[config.mk]
export PLATFORM = sky130hd
export DESIGN_NAME = broadcast_id_duplicate_table_top
export DESIGN_NICKNAME = d
export VERILOG_FILES = /design/src/rtl/bidt_pkg.sv /design/src/rtl/broadcast_id_duplicate_table_top.sv /design/src/rtl/bidt_cell.sv
export SDC_FILE = /design/constraint.sdc
export NUM_CORES = 2
export LEC_CHECK = 0
export BUFFER_PORTS_ARGS = -buffer_cell sky130_fd_sc_hd__buf_2
export CORE_MARGIN = 1
export CORE_UTILIZATION = 60
export DETAILED_ROUTE_END_ITERATION = 16
export PLACE_DENSITY = 0.76
export SLEW_MARGIN = 20
export SYNTH_ARGS = -nofsm -noshare
export SYNTH_HDL_FRONTEND = slang
export SYNTH_SLANG_ARGS = --single-unit
export TNS_END_PERCENT = 20
[constraint.sdc]
create_clock -name clk -period 5.5 [get_ports clk]
set_clock_uncertainty 0.15 [all_clocks]
set_input_delay 0.55 -clock clk [delete_from_list [all_inputs] [get_ports clk]]
set_output_delay 0.55 -clock clk [all_outputs]
set_load 0.03 [all_outputs]
[src/rtl/bidt_pkg.sv]
`default_nettype none

package bidt_pkg;

    typedef enum logic
    {
        OP_RECORD = 1'b0,
        OP_CHECK  = 1'b1
    } op_t;

    typedef enum logic [1:0]
    {
        ST_STALE    = 2'd0,
        ST_SAME     = 2'd1,
        ST_RECORDED = 2'd2,
        ST_FULL     = 2'd3
    } status_t;

    // A check word always reports status code zero.
    localparam status_t ST_NONE = ST_STALE;

    // Request word as it travels down the row of cells, with what has been learned so far.
    typedef struct packed
    {
        logic        done;
        logic        found;
        status_t     status;
        logic [31:0] stored;
        op_t         op;
        logic [31:0] addr;
        logic [31:0] rid;
    } token_t;

endpackage

`default_nettype wire

[src/rtl/broadcast_id_duplicate_table_top.sv]
`default_nettype none

// Route-request duplicate table built as a row of TABLE_ENTRIES cells, each holding one
// source address and its latest broadcast id. An accepted word walks the row one cell
// per clock; the matching cell answers or updates itself, and the first empty cell takes
// a new source on a record. The result passes a hold register and then an output register.
// One word is in the row at a time: no new word is accepted until the result of the last
// has moved to the output register, so the length of the cell row bounds the rate. A record
// of an unknown source with every cell occupied reports table full. Reset empties the table.

module broadcast_id_duplicate_table_top
#(
    parameter int TABLE_ENTRIES = 16
)
(
    input  wire logic        clk,
    input  wire logic        rst_n,
    input  wire logic        in_valid,
    output logic             in_stall,
    input  wire logic        opcode,
    input  wire logic [31:0] source_address,
    input  wire logic [31:0] request_id,
    output logic             out_valid,
    input  wire logic        out_stall,
    output logic [1:0]       status,
    output logic             duplicate,
    output logic             found,
    output logic [31:0]      stored_id
);

    logic                 in_flight_reg;
    logic                 accept;
    logic                 chain_active [TABLE_ENTRIES + 1];
    bidt_pkg::token_t     chain_tok    [TABLE_ENTRIES + 1];
    logic [TABLE_ENTRIES - 1:0] active_vec;

    bidt_pkg::token_t     tail_tok;
    logic                 tail_active;

    logic                 hold_valid_reg;
    logic [1:0]           hold_status_reg;
    logic                 hold_dup_reg;
    logic                 hold_found_reg;
    logic [31:0]          hold_stored_reg;
    logic                 res_dup;
    bidt_pkg::status_t    res_status;
    logic                 move;

    logic                 out_valid_reg;
    logic [1:0]           out_status_reg;
    logic                 out_dup_reg;
    logic                 out_found_reg;
    logic [31:0]          out_stored_reg;

    assign in_stall = in_flight_reg;
    assign accept   = in_valid && !in_flight_reg;

    assign chain_active[0]     = accept;
    assign chain_tok[0].done   = 1'b0;
    assign chain_tok[0].found  = 1'b0;
    assign chain_tok[0].status = bidt_pkg::ST_NONE;
    assign chain_tok[0].stored = 32'd0;
    assign chain_tok[0].op     = bidt_pkg::op_t'(opcode);
    assign chain_tok[0].addr   = source_address;
    assign chain_tok[0].rid    = request_id;

    genvar gi;
    generate
        for (gi = 0; gi < TABLE_ENTRIES; gi++)
        begin : g_cell
            bidt_cell u_cell
            (
                .clk        (clk),
                .rst_n      (rst_n),
                .in_active  (chain_active[gi]),
                .in_tok     (chain_tok[gi]),
                .out_active (chain_active[gi + 1]),
                .out_tok    (chain_tok[gi + 1])
            );
            assign active_vec[gi] = chain_active[gi + 1];
        end
    endgenerate

    assign tail_active = chain_active[TABLE_ENTRIES];
    assign tail_tok    = chain_tok[TABLE_ENTRIES];

    // A word that leaves the row unanswered met no match and no empty cell.
    always_comb
    begin
        if (tail_tok.done)
        begin
            res_status = tail_tok.status;
        end
        else if (tail_tok.op == bidt_pkg::OP_RECORD)
        begin
            res_status = bidt_pkg::ST_FULL;
        end
        else
        begin
            res_status = bidt_pkg::ST_NONE;
        end
        res_dup = tail_tok.done && tail_tok.found && (tail_tok.rid <= tail_tok.stored);
    end

    assign move = hold_valid_reg && (!out_valid_reg || !out_stall);

    always_ff @(posedge clk or negedge rst_n)
    begin
        if (!rst_n)
        begin
            in_flight_reg  <= 1'b0;
            hold_valid_reg <= 1'b0;
            out_valid_reg  <= 1'b0;
        end
        else
        begin
            if (accept)
            begin
                in_flight_reg <= 1'b1;
            end
            else if (move)
            begin
                in_flight_reg <= 1'b0;
            end

            if (tail_active)
            begin
                hold_valid_reg <= 1'b1;
            end
            else if (move)
            begin
                hold_valid_reg <= 1'b0;
            end

            if (move)
            begin
                out_valid_reg <= 1'b1;
            end
            else if (!out_stall)
            begin
                out_valid_reg <= 1'b0;
            end
        end
    end

    always_ff @(posedge clk)
    begin
        if (tail_active)
        begin
            hold_status_reg <= res_status;
            hold_dup_reg    <= res_dup;
            hold_found_reg  <= tail_tok.done && tail_tok.found;
            hold_stored_reg <= tail_tok.done ? tail_tok.stored : 32'd0;
        end
        if (move)
        begin
            out_status_reg <= hold_status_reg;
            out_dup_reg    <= hold_dup_reg;
            out_found_reg  <= hold_found_reg;
            out_stored_reg <= hold_stored_reg;
        end
    end

    assign out_valid = out_valid_reg;
    assign status    = out_status_reg;
    assign duplicate = out_dup_reg;
    assign found     = out_found_reg;
    assign stored_id = out_stored_reg;

    a_single_word: assert property (@(posedge clk) disable iff (!rst_n)
        $onehot0(active_vec))
        else $error("more than one word in the cell row");

    a_tail_in_flight: assert property (@(posedge clk) disable iff (!rst_n)
        tail_active |-> (in_flight_reg && !hold_valid_reg))
        else $error("word left the row with nothing in flight or hold stage busy");

    a_enter_row: assert property (@(posedge clk) disable iff (!rst_n)
        accept |=> chain_active[1])
        else $error("accepted word did not enter the first cell");

    a_hold_flight: assert property (@(posedge clk) disable iff (!rst_n)
        hold_valid_reg |-> in_flight_reg)
        else $error("result held with no word in flight");

    a_full_not_found: assert property (@(posedge clk) disable iff (!rst_n)
        (out_valid_reg && (out_status_reg == bidt_pkg::ST_FULL)) |-> !out_found_reg)
        else $error("table full reported for a known source");

endmodule

`default_nettype wire

[src/rtl/bidt_cell.sv]
`default_nettype none

module bidt_cell
(
    input  wire logic            clk,
    input  wire logic            rst_n,
    input  wire logic            in_active,
    input  wire bidt_pkg::token_t in_tok,
    output logic                 out_active,
    output bidt_pkg::token_t     out_tok
);

    logic              valid_reg;
    logic              valid_next;
    logic [31:0]       addr_reg;
    logic [31:0]       addr_next;
    logic [31:0]       id_reg;
    logic [31:0]       id_next;
    logic              active_reg;
    bidt_pkg::token_t  tok_reg;
    bidt_pkg::token_t  tok_next;
    logic              hit;

    assign hit = valid_reg && (addr_reg == in_tok.addr);

    // Entries fill from the lowest cell up and are never freed, so the first empty
    // cell a word reaches lies past every occupied one: the lookup is complete there.
    always_comb
    begin
        tok_next   = in_tok;
        valid_next = valid_reg;
        addr_next  = addr_reg;
        id_next    = id_reg;
        if (in_active && !in_tok.done)
        begin
            if (hit)
            begin
                tok_next.done   = 1'b1;
                tok_next.found  = 1'b1;
                tok_next.stored = id_reg;
                if (in_tok.op == bidt_pkg::OP_RECORD)
                begin
                    if (id_reg > in_tok.rid)
                    begin
                        tok_next.status = bidt_pkg::ST_STALE;
                    end
                    else if (id_reg == in_tok.rid)
                    begin
                        tok_next.status = bidt_pkg::ST_SAME;
                    end
                    else
                    begin
                        tok_next.status = bidt_pkg::ST_RECORDED;
                        id_next         = in_tok.rid;
                    end
                end
                else
                begin
                    tok_next.status = bidt_pkg::ST_NONE;
                end
            end
            else if (!valid_reg)
            begin
                tok_next.done   = 1'b1;
                tok_next.found  = 1'b0;
                tok_next.stored = 32'd0;
                if (in_tok.op == bidt_pkg::OP_RECORD)
                begin
                    tok_next.status = bidt_pkg::ST_RECORDED;
                    valid_next      = 1'b1;
                    addr_next       = in_tok.addr;
                    id_next         = in_tok.rid;
                end
                else
                begin
                    tok_next.status = bidt_pkg::ST_NONE;
                end
            end
        end
    end

    always_ff @(posedge clk or negedge rst_n)
    begin
        if (!rst_n)
        begin
            valid_reg  <= 1'b0;
            active_reg <= 1'b0;
        end
        else
        begin
            valid_reg  <= valid_next;
            active_reg <= in_active;
        end
    end

    always_ff @(posedge clk)
    begin
        addr_reg <= addr_next;
        id_reg   <= id_next;
        tok_reg  <= tok_next;
    end

    assign out_active = active_reg;
    assign out_tok    = tok_reg;

endmodule

`default_nettype wire
# [Word level (Yosys, flattened, before mapping)]
# Index checks and enable logic that the tools add are counted.
[totals] ramBits=0 memories=0 wordCells=714 output_inout_bits=38 rom_bits=0 ff_bits=2715 latch_bits=0
[op_classes] shift=0 n_mul=0 n_reduce_logical=104 div=0 n_addsub=0 n_bitwise=48 mux=246 eq_ne=113 magnitude_cmp=17
[ops] operator="32-bit two-way mux" count=96
[ops] operator="36-bit two-way mux" count=47
[ops] operator="32-bit == test" count=32
[ops] operator="32-bit > comparator" count=16
[ops] operator="2-bit two-way mux" count=66
[ops] operator="2-bit != test, second input constant" count=64
[ops] operator="6-bit AND reduction" count=16
[ops] operator="4-bit AND reduction" count=16
[ops] operator="1-bit inverter" count=48
[ops] operator="1-bit two-way mux" count=37
[ops] operator="1-bit logical AND" count=35
[ops] operator="2-bit by 1-bit != test with 1-bit output, second input constant" count=17
[ops] operator="32-bit <= comparator" count=1
[ops] operator="2-bit AND reduction" count=16
[ops] operator="1-bit logical NOT" count=18
[ops] operator="2-bit nonzero test" count=2
[ops] operator="1-bit logical OR" count=1

# [Longest topological paths before layout]
[logic_depth] ltp_word=6 ltp_mapped=9 ltp_nobuf=9

# [By module]
# From an unflattened synthesis, not the netlist that was laid out.
[hier_totals] cells_unflattened=6767 area_unflattened_um2=95540.4
[by_module_without_submodules] module="bidt_cell" seq_area_each_um2=3993.8 n_inst=16 area_each_um2=5761.8 cells_each=408
[by_module_without_submodules] module="broadcast_id_duplicate_table_top" seq_area_each_um2=2237.1 n_inst=1 area_each_um2=3352.0 cells_each=239

# [Least setup slack after synthesis]
# Ideal clock, no wire load.
[synth_path] path_type="register to register" start="reg in_flight_reg, in the netlist in_stall" end="reg g_cell[0].u_cell.id_reg[0], enable pin" path_buffers=0 stages_incl_launch_ff=6 t_arrival_ns=4.192 setup_ns=0.391 slack_ns=0.767 t_required_ns=4.959 synth_period_minus_slack_ns=4.733 path_cell_list="dfrtp_1 > inv_1 > nand2_1 > nor3_1 > nand2b_1 > o22a_1"
[synth_via] elab_chain_cells=3
[synth_lines] item="start: declaration" line_no="broadcast_id_duplicate_table_top.sv:31" text="logic in_flight_reg;"
[synth_lines] item="start signal: assignment" line_no="broadcast_id_duplicate_table_top.sv:111" text="in_flight_reg <= 1'b0;"
[synth_lines] item="start signal: assignment" line_no="broadcast_id_duplicate_table_top.sv:119" text="in_flight_reg <= 1'b1;"
[synth_lines] item="start signal: assignment" line_no="broadcast_id_duplicate_table_top.sv:123" text="in_flight_reg <= 1'b0;"
[synth_lines] item="1-bit logical NOT" line_no="broadcast_id_duplicate_table_top.sv:56" text="assign accept = in_valid && !in_flight_reg;"
[synth_lines] item="1-bit logical AND" line_no="broadcast_id_duplicate_table_top.sv:56"
[synth_lines] item="6-bit AND reduction (no line)"
[synth_lines] item="end signal: assignment" line_no="bidt_cell.sv:99" text="id_reg <= id_next;"
[synth_lines] item="end: declaration" line_no="bidt_cell.sv:17" text="logic [31:0] id_reg;"
# Every way passes these cells.
# A chain may end at the register's enable or synchronous reset.

# [Worst setup path in the final report]
[layout_path] start="reg g_cell[7].u_cell.tok_reg (netlist bit g_cell[7].u_cell.out_tok[5])" end="reg g_cell[8].u_cell.id_reg[10], enable pin"
[layout_via] elab_chain_cells=3
[layout_lines] item="start: declaration" line_no="bidt_cell.sv:20" text="bidt_pkg::token_t tok_reg;"
[layout_lines] item="start signal: assignment" line_no="bidt_cell.sv:100" text="tok_reg <= tok_next;"
[layout_lines] item="32-bit > comparator / 32-bit == test (equally long branches)" line_no="bidt_cell.sv:43, bidt_cell.sv:47"
[layout_lines] item="2-bit != test (no line)"
[layout_lines] item="6-bit AND reduction (no line) (*)"
[layout_lines] item="end signal: assignment" line_no="bidt_cell.sv:99"
[layout_lines] item="end: declaration" line_no="bidt_cell.sv:17"
# Mark *: on every way between the ends. The rest lies on a longest branch, timed or not.

==> flow_metrics.py <==
metrics = {
    "status": {
        "status": "finished, final reports clean",
    },
    "power_and_ir_drop": {
        "p_sw_uw": 7640,
        "p_clk_share_pct": 42.3,
        "comb_power_share_pct": 2.0,
        "power_density_mw_per_mm2": 376,
        "seqPwrFrac_pct": 55.7,
        "p_leak_uw": 0.0412,
        "ir_drop_mv": 0.315,
        "sw_frac_of_total_pct": 19.7,
        "p_int_uw": 31200,
    },
    "route": {
        "drt_iter0_drc": 2141,
        "final_antenna_net_count": 0,
        "vias": 47500,
        "viasPerCell": 5.24,
        "drc": 0,
        "avgRoutedWirePerCell_um": 16.9,
        "drt_wl_total_um": 153000,
        "drt_pass1_iterations": 5,
    },
    "critical_path": {
        "slowest_delay_ps": 780,
        "cp.depth": 9,
        "path_max_fanout": 21,
        "critPathRequiredTime_ps": 5870,
        "worst-setup-path-type": "reg -> reg",
        "crit_chain": "inv_1 -> ha_1 -> a21oi_1 -> nor2_1 -> a211oi_1 -> nor3_1 -> nor4_1 -> o211a_1 -> buf_4",
        "critical-path-top-delay-family": "compound AO/OA/AOI/OAI gates",
        "reg2reg_from": "g_cell[7].u_cell.out_tok[5]",
        "crit_slowest_cell": "o211a_1",
        "reg2reg_slack_ps": 2000,
        "worstPathBufferInverterCount": 2,
        "critPathLaunchType": "flip-flop",
        "endpoint_kind": "flip-flop",
        "rr_endpoint": "g_cell[8].u_cell.id_reg[10]",
        "r2r_cells": 9,
        "cp_data_arrival_time_ps": 3870,
    },
    "yosys": {
        "synth_top_area_share_pct": 35.9,
        "ys_warn_count": 0,
        "async_reset_ff_share_pct": 1.29,
        "syn_area_mm2": 0.0917,
        "synth_seq_area_share_pct": 71.4,
        "ys.flop_type": "dfxtp_1",
        "synth_seq_cells": 2715,
        "synth.area.top_cells": "edfxtp_1 36%, dfxtp_1 35%, ha_1 7.4%",
        "yosysTopAreaCell": "edfxtp_1",
        "synth_nets": 7091,
        "synth.distinct_cells": 59,
        "synth_cells": 6478,
        "syn_avg_cell_area_um2": 14.2,
        "synth-edff-count": 1096,
    },
    "sta": {
        "report.final.hold_viol_count": 0,
        "setup_viol": 0,
        "tightest_slew_ps": 1090,
        "tns_ps": 0,
        "hold_ws_ps": 189,
        "rsz0062_at_grt": "false",
        "slew-limit-headroom_pct": 27.3,
        "period_needed_ps": 3500,
        "fmax_mhz": 286,
        "fin_crit_sh_pct": 63.6,
        "slew_violations": 0,
    },
    "cts": {
        "clk_pin_slew_worst_paths_ps": 60,
        "cts.sinks": 2715,
        "root_buffer": "clkbuf_16",
        "clock_latency_ps": 830,
        "cts-resized-gates": 0,
        "cts_buffer_depth": 3,
        "cts_htree_levels": 4,
        "cts_tree": "done",
        "numCtsBuffers": 236,
    },
    "cells_and_area": {
        "syn2layout_area_growth_pct": 12.8,
        "drive_above_1_share_pct": 8.36,
        "largest_reg_flops": 1584,
        "nFillCells": 9868,
        "final_nets": 7424,
        "fin_cells": 9053,
    },
    "floorplanning": {
        "ios": 107,
        "core_mm2": 0.152,
        "row_count": 143,
        "die-area_mm2": 0.154,
        "initial_core_util_pct": 60.4,
        "die_h_um": 393,
        "dieWidth_um": 393,
    },
    "global_route": {
        "grt_first_pass_wirelength_um": 251000,
        "grt_pass1_vias": 49900,
        "grt.total_usage_pct": 20.2,
        "grt_max_degree": 70,
        "grt_overflow": 0,
        "antenna_found_initial": 1,
    },
    "worst_hold_path": {
        "hold_path_class": "in -> async",
    },
    "placed_design": {
        "port_buffers": 106,
        "placed_cells": 8534,
        "dp_hpwl_um": 109000,
        "gp_congestion": 0.893,
    },
    "job": {
        "maxCapViolCount": 0,
    },
}
-- through the flow --
stage	utilization [%]	total power (uW)	worst slack [ps]	instance area, um2
floorplan	-	22500	767	91700
global placement	62.4	22800	1710	94800
detailed placement	62.4	22800	1670	94800
CTS	68.1	39200	1800	103000
global route	68.1	40200	1780	103000
finish	68.1	38900	2000	103000
-- repair_timing --
action / CTS / global route
buffers inserted: 0 / 0
endpoints found under the hold margin: 168 / 0
hold buffers: 67 / 0
-- metal layers --
metal	vias up	part of all wire (%)	wire length (um)	GRT usage, %
li1	23700	-	-	-
met1	22600	41	63300	23.3
met2	793	51	78700	36.7
met3	391	2.8	4330	3.01
met4	0	4.3	6550	9.03
met5	-	0	0	0
-- layout make-up --
class | instances | area, um2 | area share (%)
Clock buffer | 347 | 6860 | 6.63
Tap cell | 2030 | 2540 | 2.45
Inverter | 596 | 2240 | 2.16
Timing Repair Buffer | 223 | 1600 | 1.55
Antenna cell | 1 | 2.50 | 0.00242
Clock inverter | 102 | 1120 | 1.08
Sequential cell | 2715 | 65500 | 63.3
Multi-Input combinational cell | 3039 | 23600 | 22.8
-- cell usage in the layout (no fill, tap or decap), drive strengths merged, types with 19 or more instances in the layout --
cell type,Yosys,layout
dfxtp,1584,1584
edfxtp,1096,1096
inv,596,607
ha,544,544
xnor2,425,425
a22o,399,399
clkbuf,117,347
nand2,291,291
nand4,211,211
o21ai,200,200
a21oi,185,185
buf,11,156
nor2,97,97
a21o,94,94
nand3,87,87
xor2,87,87
and2,73,73
nor4,67,67
dlygate4sd3,0,67
clkinv,0,63
nor3,41,41
nand2b,39,39
dfrtp,35,35
a211oi,32,32
nor2b,27,27
bufinv,0,19
-- Yosys cell counts, drive strengths merged, types with 6 or more instances --
library cell / n
a2111oi: 6
a211oi: 32
a21o: 94
a21oi: 185
a221oi: 7
a22o: 399
and2: 73
and3: 9
and4: 10
buf: 11
clkbuf: 117
dfrtp: 35
dfxtp: 1584
edfxtp: 1096
ha: 544
inv: 596
nand2: 291
nand2b: 39
nand3: 87
nand4: 211
nor2: 97
nor2b: 27
nor3: 41
nor4: 67
o211ai: 9
o21ai: 200
o22a: 13
or2: 13
or3: 7
xnor2: 425
xor2: 87
-- logic make-up (layout without fill, tap and decap cells) --
family / Yosys count / in the layout / share of synthesized area [%]
AND/OR/NAND/NOR: 990 / 990 / 5.60
buffers and inverters: 724 / 1268 / 2.97
other: 0 / 1 / 0
adder cells (fa/ha/maj): 544 / 544 / 7.42
XOR/XNOR: 512 / 512 / 4.89
AO/OA/AOI/OAI: 993 / 993 / 7.71
flip-flops: 2715 / 2715 / 71.4
-- how the worst max path moves through the flow --
stage | start | end | slack (ps)
2_1_floorplan | in_stall | g_cell[0].u_cell.id_reg[0] | 770
3_3_place_gp | source_address[22] | g_cell[0].u_cell.id_reg[24] | 1710
3_5_place_dp | source_address[22] | g_cell[0].u_cell.id_reg[24] | 1670
4_1_cts | g_cell[7].u_cell.out_tok[5] | g_cell[8].u_cell.id_reg[5] | 1800
5_1_grt | g_cell[6].u_cell.out_tok[5] | g_cell[7].u_cell.id_reg[11] | 1780
6_report | g_cell[7].u_cell.out_tok[5] | g_cell[8].u_cell.id_reg[10] | 2000
-- worst register-to-register path: stages (launching register included) --
cell and delay [ps]:
dfxtp_1 360, inv_1 60, ha_1 310, a21oi_1 160
nor2_1 60, a211oi_1 210, nor3_1 100, nor4_1 670
o211a_1 780, buf_4 340
-- power by group through the flow --
stage               logic, uW  registers (uW)  clock network [uW]
floorplan                 529           21900                   0
global placement          679           22100                   0
detailed placement        726           22100                   0
CTS                       778           21700               16700
global route              885           21700               17600
finish                    777           21700               16400
(Power assumes the default switching activity.)
